**src/rtl/rgbe_scanline_encoder_defines.svh**
```systemverilog
// assertion macros for the rgbe scanline encoder
// no dependencies; included by the top level only
`ifndef RGBE_SCANLINE_ENCODER_DEFINES_SVH
`define RGBE_SCANLINE_ENCODER_DEFINES_SVH
`ifndef SYNTHESIS
`define RGBE_ASSERT_IMPLY(label, ck, rs, ante, cons, msg) \
  label: assert property (@(posedge ck) disable iff (rs) (ante) |-> (cons)) \
    else $error(msg);
`define RGBE_ASSERT_NEVER(label, ck, rs, cond, msg) \
  label: assert property (@(posedge ck) disable iff (rs) !(cond)) \
    else $error(msg);
`else
`define RGBE_ASSERT_IMPLY(label, ck, rs, ante, cons, msg)
`define RGBE_ASSERT_NEVER(label, ck, rs, cond, msg)
`endif
`endif

```
**src/rtl/rgbe_pkg.sv**
```systemverilog
// shared types and constants for the rgbe scanline encoder
// no dependencies
package rgbe_pkg;

  localparam logic        KIND_PIXEL       = 1'b0;
  localparam logic        KIND_TICK        = 1'b1;
  localparam logic [30:0] TINY_BITS        = 31'h0A4FB11E;
  localparam logic [7:0]  HDR_MAGIC        = 8'd2;
  localparam logic [7:0]  EXP_OFFSET       = 8'd2;
  localparam logic [2:0]  HDR_STEP_HI      = 3'd2;
  localparam logic [2:0]  HDR_STEP_LO      = 3'd3;
  localparam logic [2:0]  HDR_DATA         = 3'd4;
  localparam logic [1:0]  PLANE_LAST       = 2'd3;
  localparam logic [12:0] LINE_WIDTH_RESET = 13'd1024;
  localparam logic        REG_LINE_WIDTH   = 1'b0;

  typedef struct packed {
    logic        kind;
    logic [31:0] word;
  } q_item_t;

  typedef struct packed {
    logic empty;
    logic full;
    logic almost_full;
  } q_status_t;

endpackage

```
**src/rtl/rgbe_front.sv**
```systemverilog
// front end: accepts pixels and ticks, converts pixels to rgbe words
// depends on rgbe_pkg; feeds rgbe_queue
module rgbe_front import rgbe_pkg::*; (
  input  logic        clk,
  input  logic        rst,
  input  logic        s_tvalid,
  output logic        s_tready,
  input  logic [95:0] s_tdata,   // red [31:0], green [63:32], blue [95:64]
  input  logic        s_tuser,   // kind
  input  q_status_t   q_stat,
  output logic        q_push,
  output q_item_t     q_item
);

  typedef struct packed {
    logic       neg;
    logic [7:0] ex;
    logic [7:0] mhi;
  } chan_t;

  typedef struct packed {
    logic       kind;
    chan_t      r;
    chan_t      g;
    chan_t      b;
    logic [7:0] dexp;
    logic       zero;
  } stage_t;

  function automatic chan_t split(input logic [31:0] bits);
    chan_t c;
    c.neg = bits[31];
    c.ex  = (bits[30:23] == 8'd0) ? 8'd1 : bits[30:23];
    c.mhi = {(bits[30:23] != 8'd0), bits[22:16]};
    return c;
  endfunction

  function automatic logic [7:0] chan_byte(input chan_t c, input logic [7:0] dexp);
    logic [8:0] diff;
    diff = {1'b0, dexp} - {1'b0, c.ex};
    if (c.neg || (diff[8:4] != 5'd0)) begin
      return 8'd0;
    end
    return c.mhi >> diff[3:0];
  endfunction

  logic [31:0] r_bits;
  logic [31:0] g_bits;
  logic [31:0] b_bits;
  logic [30:0] dmax;
  logic        nonfin;
  logic        accept;
  logic        stg_valid;
  stage_t      stg;

  assign r_bits = s_tdata[31:0];
  assign g_bits = s_tdata[63:32];
  assign b_bits = s_tdata[95:64];

  always_comb begin
    dmax = '0;
    if (!r_bits[31] && (r_bits[30:0] > dmax)) begin
      dmax = r_bits[30:0];
    end
    if (!g_bits[31] && (g_bits[30:0] > dmax)) begin
      dmax = g_bits[30:0];
    end
    if (!b_bits[31] && (b_bits[30:0] > dmax)) begin
      dmax = b_bits[30:0];
    end
  end

  assign nonfin = (r_bits[30:23] == 8'hFF) || (g_bits[30:23] == 8'hFF) ||
                  (b_bits[30:23] == 8'hFF);

  assign s_tready = stg_valid ? !q_stat.almost_full : !q_stat.full;
  assign accept   = s_tvalid && s_tready;

  always_ff @(posedge clk) begin
    if (rst) begin
      stg_valid <= 1'b0;
    end else begin
      stg_valid <= accept;
    end
    if (accept) begin
      stg.kind <= s_tuser;
      stg.r    <= split(r_bits);
      stg.g    <= split(g_bits);
      stg.b    <= split(b_bits);
      stg.dexp <= dmax[30:23];
      stg.zero <= nonfin || (dmax <= TINY_BITS);
    end
  end

  assign q_push      = stg_valid;
  assign q_item.kind = stg.kind;
  assign q_item.word = (stg.zero || (stg.kind == KIND_TICK)) ? 32'd0 :
                       {stg.dexp + EXP_OFFSET, chan_byte(stg.b, stg.dexp),
                        chan_byte(stg.g, stg.dexp), chan_byte(stg.r, stg.dexp)};

endmodule

```
**config.mk**
```make
export PLATFORM = sky130hd
export DESIGN_NAME = rgbe_front
export DESIGN_NICKNAME = d
export VERILOG_FILES = /design/src/rtl/rgbe_scanline_encoder_defines.svh /design/src/rtl/rgbe_pkg.sv /design/src/rtl/rgbe_front.sv
export SDC_FILE = /design/constraint.sdc
export NUM_CORES = 1
export LEC_CHECK = 0
export BUFFER_PORTS_ARGS = -buffer_cell sky130_fd_sc_hd__buf_4
export CORE_MARGIN = 1
export CORE_UTILIZATION = 55
export DETAILED_ROUTE_END_ITERATION = 8
export PLACE_DENSITY = 0.9
export REMOVE_ABC_BUFFERS = 1
export SLEW_MARGIN = 5
export SYNTH_ARGS = -nofsm -noshare
export SYNTH_HDL_FRONTEND = slang
export SYNTH_SLANG_ARGS = --single-unit
```
**constraint.sdc**
```tcl
create_clock -name clk -period 20.2 [get_ports clk]
set_input_delay 4.04 -clock clk [delete_from_list [all_inputs] [get_ports clk]]
set_output_delay 4.04 -clock clk [all_outputs]
set_load 0.02 [all_outputs]
```
Yosys cells after proc, flatten, opt, wreduce, memory -nomap -nowiden
Index checks and enable logic that the tools add are counted.
Widths: inputs -> output; s select.
- bits of input ports: 103
- flip-flop bits (word level): 62
- add/subtract/negate cells: 4
- reduce and logical (&&, ||, !) cells: 25
- equal/unequal tests: 3
- $lt $le $gt $ge: 4
- mux-type cells: 14
- shifts and indexed selects: 3
- operators by type and width (cell ; number):
    $mux 31 ; 3
    $gt 31x31->1 ; 2
    $mux 8 ; 6
    $mux 32 ; 1
    $gt 31x1->1 const B ; 1
    $le 31x28->1 const B ; 1
    $sub 8x8->9 ; 3
    $eq 8x8->1 const B ; 3
    $logic_not 8->1 ; 3
    $reduce_bool 8->1 ; 3
    $shr 8x4->8 ; 3
    $reduce_bool 5->1 ; 3
    $add 8x2->8 const B ; 1
    $logic_or 1x1->1 ; 7
    $logic_not 1->1 ; 5
    $logic_and 1x1->1 ; 4
    $mux 1 ; 4

Longest topological paths before layout
- depth after elaboration: 11
- gate-level depth with buffers: 31
- depth with buffers taken out: 23

Least setup slack after synthesis
No wires, ideal clock.
- kind: input -> register
- from: input s_tdata[23]
- to: register stg[0] in the netlist's numbering, data pin
- cell stages on the path: 28
- required time: 19932 ps
- buffers on the path: 7
- arrival time: 10218 ps
- library setup time: 268 ps
- setup slack: 9714 ps
- cell sequence: nor4_1 nand2_1 o31a_1 clkbuf_1 buf_1 clkbuf_1 nand2_1 ha_1 a21oi_1 a21oi_1 o31a_1 o311a_4 or2_1 buf_6 clkbuf_1 clkbuf_1 clkbuf_1 a21oi_1 ha_1 a21o_1 a221o_1 a221o_1 o21ai_1 a31oi_1 a31o_1 or4_1 and4bb_1 o211ai_2
- longest elaborated chain between the ends: 11
- ends and longest elaborated chain (element ; RTL line ; RTL):
    start, declared ; rgbe_front.sv:8 ; input logic [95:0] s_tdata,
    $gt 31x1->1 ; rgbe_front.sv:62 ; if (!r_bits[31] && (r_bits[30:0] > dmax)) begin
    $logic_and 1x1->1 ; rgbe_front.sv:62 ;
    $mux 31 ; rgbe_front.sv:62 ;
    $gt 31x31->1 ; rgbe_front.sv:65 ; if (!g_bits[31] && (g_bits[30:0] > dmax)) begin
    $logic_and 1x1->1 ; rgbe_front.sv:65 ;
    $mux 31 ; rgbe_front.sv:65 ;
    $gt 31x31->1 ; rgbe_front.sv:68 ; if (!b_bits[31] && (b_bits[30:0] > dmax)) begin
    $logic_and 1x1->1 ; rgbe_front.sv:68 ;
    $mux 31 ; rgbe_front.sv:68 ;
    $le 31x28->1 ; rgbe_front.sv:91 ; stg.zero <= nonfin || (dmax <= TINY_BITS);
    $logic_or 1x1->1 (*) ; rgbe_front.sv:91 ;
    end, declared ; rgbe_front.sv:54 ; stage_t stg;
Mark *: on every way between the ends. The rest lies on a longest branch, timed or not.
A chain may end at the register's enable or synchronous reset.

Worst setup path in the final report
- from: input s_tdata[27]
- to: register stg[0] in the netlist's numbering, data pin
The elaborated chain is that of the path after synthesis.

==> flow_summary.toml <==
[cells_and_area]
seqCellArea_sq_um = 1850
fillers = 850
multi_input_area_sq_um = 4060
stdcell_count = 982
antenna-diode-count = 0
syn2layout_area_growth_pct = 21.8
fin_nets = 1031
drive_above_1_share_pct = 20.9

[route]
dr.pass1.iters = 5
vias = 6138
drcViolationCount = 0
wirelength_um = 17900
ant_nets = 0
dr.first_iter.drc_count = 650
via_per_inst = 6.25
drt-wirelength-per-cell_um = 18.2

[worst_setup_path]
crit_path_max_fanout = 37
cp-end-kind = "flip-flop"
worstPathArrival_ns = 11.26
crit_path_start = "s_tdata[27]"
r2r_end = "stg[31]"
required_ns = 20.26
r2r_cells = 3
critPathKind = "input port to flip-flop"
crit_end = "stg[0]"
rr_startpoint = "q_push"
r2r_slack_ns = 18.48
crit_path_start_kind = "input port"

[cts]
cts.sinks = 62
cts_max_level = 3
cts_hold_buf = 0
post_cts_buffers = 0
cts_root_buf = "clkbuf_16"
cts_buffers = 9
clkTransAtPathRegs_ns = 0.05
cts_tree = "done"
clk_latency_ns = 0.33
clock_path_buffers = 2
cts_repair_resize_count = 0

[synth]
avgSynthCellArea_sq_um = 8.50
ys_seq_area_share_pct = 29.8
synthTopCellsByCount = "nor2_1, ha_1, a21oi_1, nand2_1, edfxtp_1"
synth_area_leaders = "edfxtp_1, ha_1, a21oi_1"
synth-main-ff-cell = "edfxtp_1"
synth_edf_count = 61
ys_types = 58
ys_warn_count = 0
synth_most_common_cell = "nor2_1"
synth_cells = 731
synth_area_sq_um = 6210
yosys.area.top_type = "edfxtp_1"
synthArstFlopShare_pct = 0
synth_top_area_share_pct = 29.5
ys_ff_latch = 62

[floorplanning]
row_count = 38
initial_core_util_pct = 56.8
io_pins = 138
dieArea_sq_um = 11700
fp.dieH_um = 108
die_w_um = 108
coreArea_sq_um = 10900

[sta]
slew_violations = 0
hold_viol = 0
period_minus_slack_ns = 11.20
tightest_slew_ns = 1.11
skew_ns = 0.00247
rsz0062_at_grt = "no"
setup_viol = 0
max_freq_ghz = 0.0893
fin_ws_ns = 9.00
maxSlewHeadroom_pct = 26.3
period_share_pct = 55.4
setup-tns-final_ns = 0

[placement]
placedCellCount = 967
hpwl_um = 13700
gp_congestion = 0.954
io_buffers = 136
place_ws_ns = 8.92

[pwr]
leakage_nw = 3.26
power_density_nw_per_um2 = 62.7
vdd_drop_max_mv = 0.0533

[global_routing]
grt_max_degree = 63
grt-ovfl-total = 0
grt_pass1_wl_um = 27800
antenna_found_initial = 0
grt_pass1_vias = 5850
grtUsageTotal_pct = 31.1

[worst_hold_path]
hold_class = "flip-flop to flip-flop"

[outcome]
status = "finished, final reports clean"

[job]
maxCapViolCount = 0
## worst min-delay path by stage
stage                      start    endpoint  cells past startpoint
after CTS                 q_push     stg[42]                      3
final                     q_push  q_item[32]                      3
after global routing      q_push  q_item[32]                      3
after floorplan           q_push  q_item[32]                      2
after global placement    q_push  q_item[32]                      3
after detailed placement  q_push  q_item[32]                      3
## kinds of logic (layout without fill, tap and decap cells)
group	Yosys count	count (layout)	synth area share, %
compound gates	175	175	17.3
xor+xnor	11	11	1.55
fa+ha+maj	90	90	18.5
buf+inv	77	188	4.83
flops	62	62	29.8
mux	32	32	5.42
simple gates	284	284	22.6
## final cells by class
class                           count  area share [%]
Timing Repair Buffer              139            13.8
Sequential cell                    62            24.5
Tap cell                          140            2.32
Multi-Input combinational cell    592            53.7
Inverter                           34            1.69
Clock inverter                      5           0.993
Clock buffer                       10            3.03
## state kept, by name (all words and copies together), names as in the netlist
signal / cells
q_item: 1
q_push: 1
stg: 60
## critical path, cell delays in order
cell and delay, ns:
buf_4 0.14, nor4_1 0.39, nand2_1 0.23, o31a_1 0.70, nand2_1 0.26, ha_1 0.29
nand4_2 0.17, nor4_4 0.08, a31oi_1 0.31, o31a_1 0.34, or2_2 0.56, buf_4 0.45
nor2_1 0.08, a21oi_1 0.31, ha_1 0.32, a21o_1 0.18, a221o_1 0.32, a221o_1 0.38
o21ai_1 0.14, buf_4 0.30, a31oi_1 0.09, a31o_1 0.22, or4_1 0.53, and4bb_1 0.28
o211ai_2 0.10
## routing by layer
metal  vias up  part of all wire, %  routed length (um)  GRT usage, %
li1       2930                    -                   -             -
met1      2786                   39                6910          36.4
met2       352                   48                8560          53.4
met3        70                  8.8                1570          5.67
met4         0                  4.6                 818          17.7
met5         -                    0                   0             0
## report_power, final
| group | internal (mW) | switching [mW] | total (mW) | leakage, nW |
|---|---|---|---|---|
| Combinational | 0.0675 | 0.0916 | 0.159 | 2.53 |
| Sequential | 0.151 | 0.00480 | 0.155 | 0.580 |
| Clock | 0.106 | 0.0530 | 0.159 | 0.152 |
| Total | 0.324 | 0.149 | 0.474 | 3.26 |
## through the flow
stage	instance area, sq um	power, mW	utilization [%]	hold slack, ns
after global placement	7260	0.305	66.4	1.21
after CTS	7560	0.471	69.2	1.24
after global routing	7560	0.495	69.2	1.33
after floorplan	6040	0.257	-	1.88
after detailed placement	7260	0.311	66.4	1.23
final	7560	0.474	69.2	1.23
## cell usage in the layout (no fill, tap or decap), types with 4 or more instances in the layout
cell | synthesis | final
o21a_1 | 10 | 10
nand2b_1 | 10 | 10
nor3b_1 | 5 | 5
o211ai_1 | 5 | 5
nand2_1 | 62 | 62
or2_2 | 3 | 4
a31oi_1 | 6 | 6
nor2_1 | 92 | 92
o31a_1 | 4 | 4
edfxtp_1 | 61 | 61
mux2i_1 | 19 | 19
nor4_1 | 13 | 13
a21oi_1 | 78 | 78
and4_1 | 4 | 4
xnor2_1 | 5 | 5
nand3_1 | 18 | 18
nand4_1 | 26 | 26
ha_1 | 87 | 87
a211oi_1 | 8 | 8
and3_1 | 6 | 6
clkbuf_16 | 0 | 9
nor2b_1 | 14 | 14
mux2_2 | 13 | 13
xor2_1 | 6 | 6
inv_1 | 34 | 34
nor3_1 | 16 | 16
o21ai_0 | 34 | 34
a21o_1 | 6 | 6
buf_4 | 1 | 139
No activity file was read; power rests on OpenSTA's default activity.
