[src/rtl/rgbe_scanline_encoder_defines.svh]
// assertion macros for the rgbe scanline encoder
// no dependencies; included by the top level only
`ifndef RGBE_SCANLINE_ENCODER_DEFINES_SVH
`define RGBE_SCANLINE_ENCODER_DEFINES_SVH
`ifndef SYNTHESIS
`define RGBE_ASSERT_IMPLY(label, ck, rs, ante, cons, msg) \
  label: assert property (@(posedge ck) disable iff (rs) (ante) |-> (cons)) \
    else $error(msg);
`define RGBE_ASSERT_NEVER(label, ck, rs, cond, msg) \
  label: assert property (@(posedge ck) disable iff (rs) !(cond)) \
    else $error(msg);
`else
`define RGBE_ASSERT_IMPLY(label, ck, rs, ante, cons, msg)
`define RGBE_ASSERT_NEVER(label, ck, rs, cond, msg)
`endif
`endif

[src/rtl/rgbe_pkg.sv]
// shared types and constants for the rgbe scanline encoder
// no dependencies
package rgbe_pkg;

  localparam logic        KIND_PIXEL       = 1'b0;
  localparam logic        KIND_TICK        = 1'b1;
  localparam logic [30:0] TINY_BITS        = 31'h0A4FB11E;
  localparam logic [7:0]  HDR_MAGIC        = 8'd2;
  localparam logic [7:0]  EXP_OFFSET       = 8'd2;
  localparam logic [2:0]  HDR_STEP_HI      = 3'd2;
  localparam logic [2:0]  HDR_STEP_LO      = 3'd3;
  localparam logic [2:0]  HDR_DATA         = 3'd4;
  localparam logic [1:0]  PLANE_LAST       = 2'd3;
  localparam logic [12:0] LINE_WIDTH_RESET = 13'd1024;
  localparam logic        REG_LINE_WIDTH   = 1'b0;

  typedef struct packed {
    logic        kind;
    logic [31:0] word;
  } q_item_t;

  typedef struct packed {
    logic empty;
    logic full;
    logic almost_full;
  } q_status_t;

endpackage

[src/rtl/rgbe_queue.sv]
// short fifo between the pixel front end and the line store back end
// depends on rgbe_pkg
module rgbe_queue import rgbe_pkg::*; #(
  parameter int DEPTH = 4
) (
  input  logic      clk,
  input  logic      rst,
  input  logic      push,
  input  q_item_t   push_item,
  input  logic      pop,
  output q_item_t   head,
  output q_status_t stat
);

  localparam int PW = $clog2(DEPTH);
  localparam int CNTW = $clog2(DEPTH + 1);

  q_item_t          slots [DEPTH];
  logic [PW-1:0]    wr_ptr;
  logic [PW-1:0]    rd_ptr;
  logic [CNTW-1:0]  count;

  function automatic logic [PW-1:0] bump(input logic [PW-1:0] p);
    bump = (p == PW'(DEPTH - 1)) ? '0 : p + PW'(1);
  endfunction

  always_ff @(posedge clk) begin
    if (push) begin
      slots[wr_ptr] <= push_item;
    end
  end

  always_ff @(posedge clk) begin
    if (rst) begin
      wr_ptr <= '0;
      rd_ptr <= '0;
      count  <= '0;
    end else begin
      if (push) begin
        wr_ptr <= bump(wr_ptr);
      end
      if (pop) begin
        rd_ptr <= bump(rd_ptr);
      end
      if (push && !pop) begin
        count <= count + CNTW'(1);
      end else if (pop && !push) begin
        count <= count - CNTW'(1);
      end
    end
  end

  assign head             = slots[rd_ptr];
  assign stat.empty       = (count == '0);
  assign stat.full        = (count == CNTW'(DEPTH));
  assign stat.almost_full = (count >= CNTW'(DEPTH - 1));

endmodule

[config.mk]
export PLATFORM = sky130hd
export DESIGN_NAME = rgbe_queue
export DESIGN_NICKNAME = d
export VERILOG_FILES = /design/src/rtl/rgbe_scanline_encoder_defines.svh /design/src/rtl/rgbe_pkg.sv /design/src/rtl/rgbe_queue.sv
export SDC_FILE = /design/constraint.sdc
export NUM_CORES = 1
export LEC_CHECK = 0
export BUFFER_PORTS_ARGS = -buffer_cell sky130_fd_sc_hd__buf_2
export CORE_AREA = 8 8 124 126
export CTS_BUF_LIST = sky130_fd_sc_hd__clkbuf_2
export CTS_CLUSTER_DIAMETER = 200
export DETAILED_ROUTE_END_ITERATION = 16
export DIE_AREA = 0 0 132 134
export PLACE_DENSITY = 0.59
export SLEW_MARGIN = 10
export SYNTH_ARGS = -nofsm -noshare
export SYNTH_HDL_FRONTEND = slang
export SYNTH_SLANG_ARGS = --single-unit
[constraint.sdc]
create_clock -name clk -period 2.1 [get_ports clk]
set_input_delay 0.63 -clock clk [delete_from_list [all_inputs] [get_ports clk]]
set_output_delay 0.63 -clock clk [all_outputs]
set_load 0.03 [all_outputs]
Word-level counts from Yosys, hierarchy flattened:

Memories as Yosys holds them, arrays and structs flattened. A register that Yosys moved wholly into a read port is not among the register bits.
Index checks and enable logic that the tools add are counted.
Widths: inputs -> output; s select.

* bits in registers: 7
* memories: 1
* logic and storage cells: 26
* output and inout port bits: 36
* bits in writable memories: 132

Memory list
* slots: depth 4, width 33, read ports 1, clocked after Yosys merged registers in 1, write ports 1, line rgbe_queue.sv:18 `q_item_t slots [DEPTH];`

* $lt $le $gt $ge: 1
* equal/unequal tests: 3
* $add $sub $neg: 4
* reduce and logical (&&, ||, !) cells: 6
* mux-type cells: 8

Operator list (number)
* $mux 2: 4
* $mux 3: 2
* $add 2x1->2 const B: 2
* $eq 2x2->1 const B: 2
* $add 3x1->3 const B: 1
* $eq 3x3->1 const B: 1
* $ge 3x2->1 const B: 1
* $logic_not 3->1: 1
* $sub 3x1->3 const B: 1
* $logic_and 1x1->1: 2
* $logic_not 1->1: 2
* $mux 1: 2
* $reduce_bool 2->1: 1

Longest topological paths before layout:

Gate-level depths: netlist (run 1).

* word-level depth: 4
* depth in mapped cells: 7

Least setup slack after synthesis (run 1):

No wires, ideal clock.

* kind: input port to flip-flop
* from: in pop
* to: reg count[2]
* data arrival time: 1822 ps
* slack: 208 ps
* stages: 7
* cell sequence: inv_1 > ha_1 > inv_1 > fa_1 > xor2_1 > or3_1 > a21oi_1

* longest elaborated chain between the ends: 3
* elaborated cells between the ends (all ways): 5
* classes of those cells: 1 x mux; 4 x reduce/logical

Ends and longest elaborated chain
* start, declared: line rgbe_queue.sv:10 `input logic pop,`
* $logic_not 1->1: line rgbe_queue.sv:45 `if (push && !pop) begin`
* $logic_and 1x1->1: line rgbe_queue.sv:45
* $mux 3 or $reduce_bool 2->1 (tied branches)
* end signal, assigned: line rgbe_queue.sv:46 `count <= count + CNTW'(1);`
* end signal, assigned: line rgbe_queue.sv:48 `count <= count - CNTW'(1);`
* end, declared: line rgbe_queue.sv:21 `logic [CNTW-1:0] count;`

Several ways; a longest one is shown, not always the timed one.
A chain may end at the register's enable or synchronous reset.

==> metrics.txt, run 1 <==
period utilization 126%; Req. time, crit path ~1500 ps; initial antenna violation count 0; Synth Instances 218; clk_lat worst skew about 670 ps; register clock-pin slew on the reported worst setup and hold paths roughly 210 ps; die area 17700 µm²; Max Fanout on Critical Path 5; most common cell in the netlist edfxtp_1; final WL 9610 µm; max_cap viols 0; min cycle time layout around 2600 ps; fmax about 380 MHz; Slew @ Worst Pin roughly 440 ps; vias per cell between 4 and 5; share of cells above drive strength 1 between 40% and 50%; core box area around 14000 µm²; Worst Setup End Kind primary output; Async SR Flop Fraction 0%; Global Route Usage Sum between 10 and 15%; # setup viols final 33; post-synth top area cell edfxtp_1; Final Cell Area approximately 6600 µm²; EDFF count, synth 132; Power Density around 920 nW/µm²; top cells by count, synth 132 x edfxtp_1, 30 x mux4_2, 9 x dfxtp_1; Lkg Pwr around 2.3 nW; # placed instances approximately 470; drt initial violations ~170; non-filler cells, final slightly above 500; post-route ant nets 0; Post-Syn Area per Cell ~24 µm²; post-synthesis adder-cell area fraction ~1.8%; Final Skew 16.8 ps; # IOs 73; detailed-route DRC error count 0; CTS tree done; Slew Limit Fails 0; GPL Wtd Cong about 0.65; initial core utilization roughly 40%; hold crit path type input pin to flip-flop; clock tree sinks between 100 and 150; worst setup margin -542 ps; Compound-Gate Fraction of Synth Area 0.428%; routed vias between 2000 and 2500; synth unique cells 21; DP Area 5930 µm²; post-synthesis mux area share about 15%; # hold bufs at CTS 0; root buffer cell clkbuf_2; drt pass-1 iters 4; clock buffer depth 2; Post-Synth XOR/XNOR Area 0.333%; DP Wirelength 5870 µm; fill count 1129; status finished with violations; vias in the first global route roughly 2700; nets@finish ~360; Die X about 130 µm; Die Y 134 µm; Layout area overhead 24.9%; largest family of logic cells by synthesized area multiplexers; unrepaired setup endpoints after global routing true; Worst R2R Start count[0]; Yosys reg bits 141; Final Hold Vio Count 0; slew margin rel. 70.9%; Synth warnings 0; FP Rows 43; crit start category flip-flop; Arrival @ worst endpoint around 2000 ps; global route overflow 0; first-pass GRT wire length roughly 15000 µm; worst vdd ir ~0.48 mV; drt wl/cell 18.8 µm; # H-tree levels 4; Synth top area share about 75%; clock buffer count from CTS 17; # diodes 0; Hold Path Origin push_item[24]; failing checks setup timing; largest net degree at the start of global routing 34; post-synthesis sequential area ratio 78.8%; syn nets between 200 and 300; Synth Area in Simple Gates under 10%; # port buffers between 70 and 80; dominant synthesized flop cell edfxtp_1; Synth area leaders edfxtp_1 75%, mux4_2 13%, dfxtp_1 3.4%; post-synthesis cell area around 5300 µm²; kind of critical path flip-flop to primary output
placed cells by master (no fill, tap or decap):
cell type and count:
edfxtp_1 132, dfxtp_4 4, fa_1 1, and2_2 4
clkinvlp_4 3, ha_1 6, dfxtp_2 1, nor3b_1 1
buf_4 9, nor2_1 7, buf_2 36, buf_12 8
clkinv_1 2, nor3b_2 1, buf_16 2, or3_1 1
inv_6 3, xor2_1 2, nor3_2 1, mux4_2 33
a21oi_1 2, clkbuf_2 18, bufinv_16 5, mux2i_1 4
buf_6 34, clkinv_4 1, dfxtp_1 4, o21ai_0 1
a21o_1 1, inv_1 4
what timing repair did:
item | 4_1_cts | 5_1_grt
setup endpoints to repair | 36 | 36
cloned | 2 | 0
pin swaps | 2 | 1
gates resized for setup | 82 | 2
setup buffers | 3 | 1
kinds of logic after synthesis:
family / Yosys count
AOI/OAI and AO/OA: 4
DFF: 141
and+or+nand+nor: 15
buffers and inverters: 12
muxes: 37
xor gates and xnor gates: 2
adders and majority gates: 7
metrics by stage:
stage / hold slack, ps / setup slack [ps] / total power [mW] / util [%] / setup TNS (ps)
floorplan: 473 / 208 / 3.81 / - / 0
global placement: 505 / 51.2 / 4.06 / 43.9 / 0
detailed placement: 532 / -3.27 / 4.08 / 43.9 / -3.27
CTS: 48.6 / -665 / 6.13 / 48.5 / -20730
global route: 8.52 / -711 / 6.30 / 48.6 / -22420
finish: 145 / -542 / 6.05 / 48.6 / -16300
layout make-up:
cell class,count,area (µm²),area share (%)
Tap cell,180,225,3.43
Timing Repair Buffer,89,846,12.9
Clock inverter,14,215,3.28
Multi-Input combinational cell,65,1010,15.4
Clock buffer,18,90.1,1.37
Sequential cell,141,4160,63.4
Inverter,4,15.0,0.229
routing by layer:
metal | part of all wire, % | vias to the layer above | wire, µm | GRT usage [%]
li1 | - | 1113 | - | -
met1 | 44 | 1225 | 4210 | 13.7
met2 | 49 | 63 | 4740 | 17.9
met3 | 5.8 | 9 | 553 | 5.05
met4 | 1.1 | 0 | 102 | 4.40
met5 | 0 | - | 0 | 0
worst max-delay path, cell delays in order (launching register included):
cell	delay (ps)
dfxtp_4	430
buf_12	130
buf_16	120
mux4_2	510
buf_6	160
final timing paths:
| kind | end | slack [ps] | cells after the start |
|---|---|---|---|
| worst min-delay path | slots[2][24] | 150 | 1 |
| worst max-delay path | head[2] | -540 | 4 |
| worst max register to register | count[2] | 490 | 5 |
| worst min register to register | flip-flop | 550 | 2 |
registers in the layout (all words and copies together), names as in the netlist, named ones only:
signal,flops
count,3
rd_ptr,2
slots,132
wr_ptr,2
where the power goes:
| part | switching (mW) | leakage [nW] | internal, mW |
|---|---|---|---|
| logic | 0.488 | 0.820 | 0.431 |
| registers | 0.0444 | 1.29 | 3.21 |
| clock network | 0.959 | 0.167 | 0.911 |
Power figures use the tool's default switching activity.
==> run 2: changes to the inputs <==
- ABC_AREA: unset -> 1
- CORE_AREA: 8 8 124 126 -> 8 8 125 127
- DIE_AREA: 0 0 132 134 -> 0 0 133 135
==> metrics.txt, run 2 <==
# port buffers 72; crit start category flip-flop; post-route ant nets 0; Final Cell Area between 6000 and 7000 µm²; vias per cell a little over 5; commonest cells after routing, fill and taps aside 132 x edfxtp_1, 54 x nor2_1, 37 x buf_4; most common cell in the netlist edfxtp_1; EDFF count, synth 132; min cycle time layout ~2500 ps; Synth Area in Simple Gates 6.39%; die area around 18000 µm²; Global Route Usage Sum 13.4%; FF-to-FF End count[2]; detailed-route DRC error count 0; non-filler cells, final roughly 680; Worst R2R Start count[0]; post-synthesis mux area share 0%; drt wl/cell around 18 µm; Worst R2R Setup Slack ~730 ps; nets@finish 530; fmax 396 MHz; Max Fanout on Critical Path 5; drt initial violations between 150 and 200; failing checks setup timing; clk_lat worst skew between 600 and 700 ps; FP Rows 43; worst reg2reg path depth 7; Slew @ Worst Pin around 450 ps; Final Skew between 15 and 20 ps; post-synthesis cell area around 5400 µm²; Async SR Flop Fraction 0%; DP Area 6010 µm²; kind of critical path flip-flop to primary output; # placed instances between 600 and 700; Layout area overhead 29.2%; dominant synthesized flop cell edfxtp_1; status finished with violations; Post-Place Setup Slack 69.6 ps; CTS tree done; Worst Setup End Kind primary output; routed vias 3430; Synth Instances 380; Die X 133 µm; worst vdd ir about 0.48 mV; drt pass-1 iters 5; hold endpoint wr_ptr[0]; Synth warnings 0; Power Density between 800 and 900 nW/µm²; post-synthesis sequential area ratio about 77%; Largest regs slots (132), count (3); core box area around 14000 µm²; Hold Path Depth 2; Final Core Density about half; post-synth top area cell edfxtp_1; worst setup margin -427 ps; Largest register FFs around 130; post-synthesis adder-cell area fraction about 1.8%; syn nets ~420; # IOs 73; Slew Limit Fails 0; hold crit path type input pin to flip-flop; Final Hold Vio Count 0; final WL 12200 µm; period utilization 120%; max_cap viols 0; top cells by count, synth 132 x edfxtp_1, 73 x nor2_1, 52 x o21ai_0; commonest non-fill, non-tap cell in the layout edfxtp_1; Synth top area share around three quarters; # setup viols final 33; unrepaired setup endpoints after global routing true; first-pass GRT wire length roughly 18000 µm; DP Wirelength 7270 µm; Die Y around 140 µm; # hold bufs at CTS 0; register clock-pin slew on the reported worst setup and hold paths 180 ps; Biggest register slots; largest net degree at the start of global routing 35; Post-Syn Area per Cell roughly 14 µm²; clock buffer depth 2; GPL Wtd Cong slightly above 0.7; initial antenna violation count 2; Post-Synth XOR/XNOR Area 0%; Arrival @ worst endpoint roughly 1900 ps; # H-tree levels 4; slew margin rel. 70.0%; Hold Path Origin rst; root buffer cell clkbuf_2; global route overflow 0; clock tree sinks around 140; largest family of logic cells by synthesized area compound AO/OA/AOI/OAI gates; share of cells above drive strength 1 between 40 and 50%; Synth area leaders edfxtp_1 74%, nor2_1 5.1%, o21ai_0 4.8%; initial core utilization just under 40%; Yosys reg bits approximately 140; Lkg Pwr between 2 and 3 nW; clock buffer count from CTS 17; synth unique cells 20; Req. time, crit path 1470 ps; vias in the first global route 3530; Compound-Gate Fraction of Synth Area between 10 and 15%
-- run 2: critical path: stages, from the launching register on --
cell and delay [ps]:
dfxtp_4 420, buf_12 130, buf_12 110, clkbuf_16 140, nor2_1 50, o22ai_1 180, buf_4 200
-- run 2: layout make-up --
type / instances / area, µm²
clock inverters: 11 / 125
fillers: 1163 / 6680
clock buffers: 20 / 100
flip-flops and latches: 141 / 4160
well taps: 180 / 225
repair buffers: 107 / 968
multi-input cells: 203 / 1280
inverters: 16 / 75.1
diodes: 1 / 2.50
-- run 2: where the power goes --
group	switching [mW]	internal, mW
sequential	0.0526	3.20
clock	0.885	0.646
combinational	0.653	0.438
-- run 2: metrics by stage --
stage                     total power [mW]  setup TNS [ps]  hold slack (ps)
after floorplan                       3.83               0              490
after global placement                4.12               0              503
after detailed placement              4.13               0              534
after CTS                             5.80          -13870             40.6
after global routing                  6.14          -17980             8.82
final                                 5.88          -12260              126
-- run 2: what timing repair did --
| action | 4_1_cts | 5_1_grt |
|---|---|---|
| gates cloned | 1 | 4 |
| buffers inserted | 7 | 5 |
| resized for setup | 91 | 90 |
| pin swaps | 7 | 28 |
| endpoints found under the setup margin | 36 | 36 |
-- run 2: layer usage --
| metal | track usage [%] | vias up | part of all wire, % |
|---|---|---|---|
| met5 | 0 | - | 0.098 |
| met4 | 5.62 | 2 | 0.78 |
| met3 | 4.61 | 11 | 4.7 |
| met2 | 22.6 | 86 | 51 |
| met1 | 15.2 | 1712 | 44 |
| li1 | - | 1619 | - |
-- run 2: cell families (layout without fill, tap and decap cells) --
| kind of cell | Yosys count | after routing |
|---|---|---|
| fa+ha+maj | 7 | 7 |
| buf+inv | 36 | 154 |
| flops | 141 | 141 |
| compound gates | 107 | 107 |
| simple gates | 89 | 89 |
| other cells | 0 | 1 |
-- run 2: worst max path at each step --
stage,startpoint,depth (start not counted),slack (ps),to
floorplan,flip-flop,4,280,head[0]
global placement,flip-flop,5,120,head[18]
detailed placement,flip-flop,5,70,head[22]
CTS,flip-flop,4,-460,head[22]
global route,flip-flop,6,-570,head[4]
finish,flip-flop,6,-430,head[18]
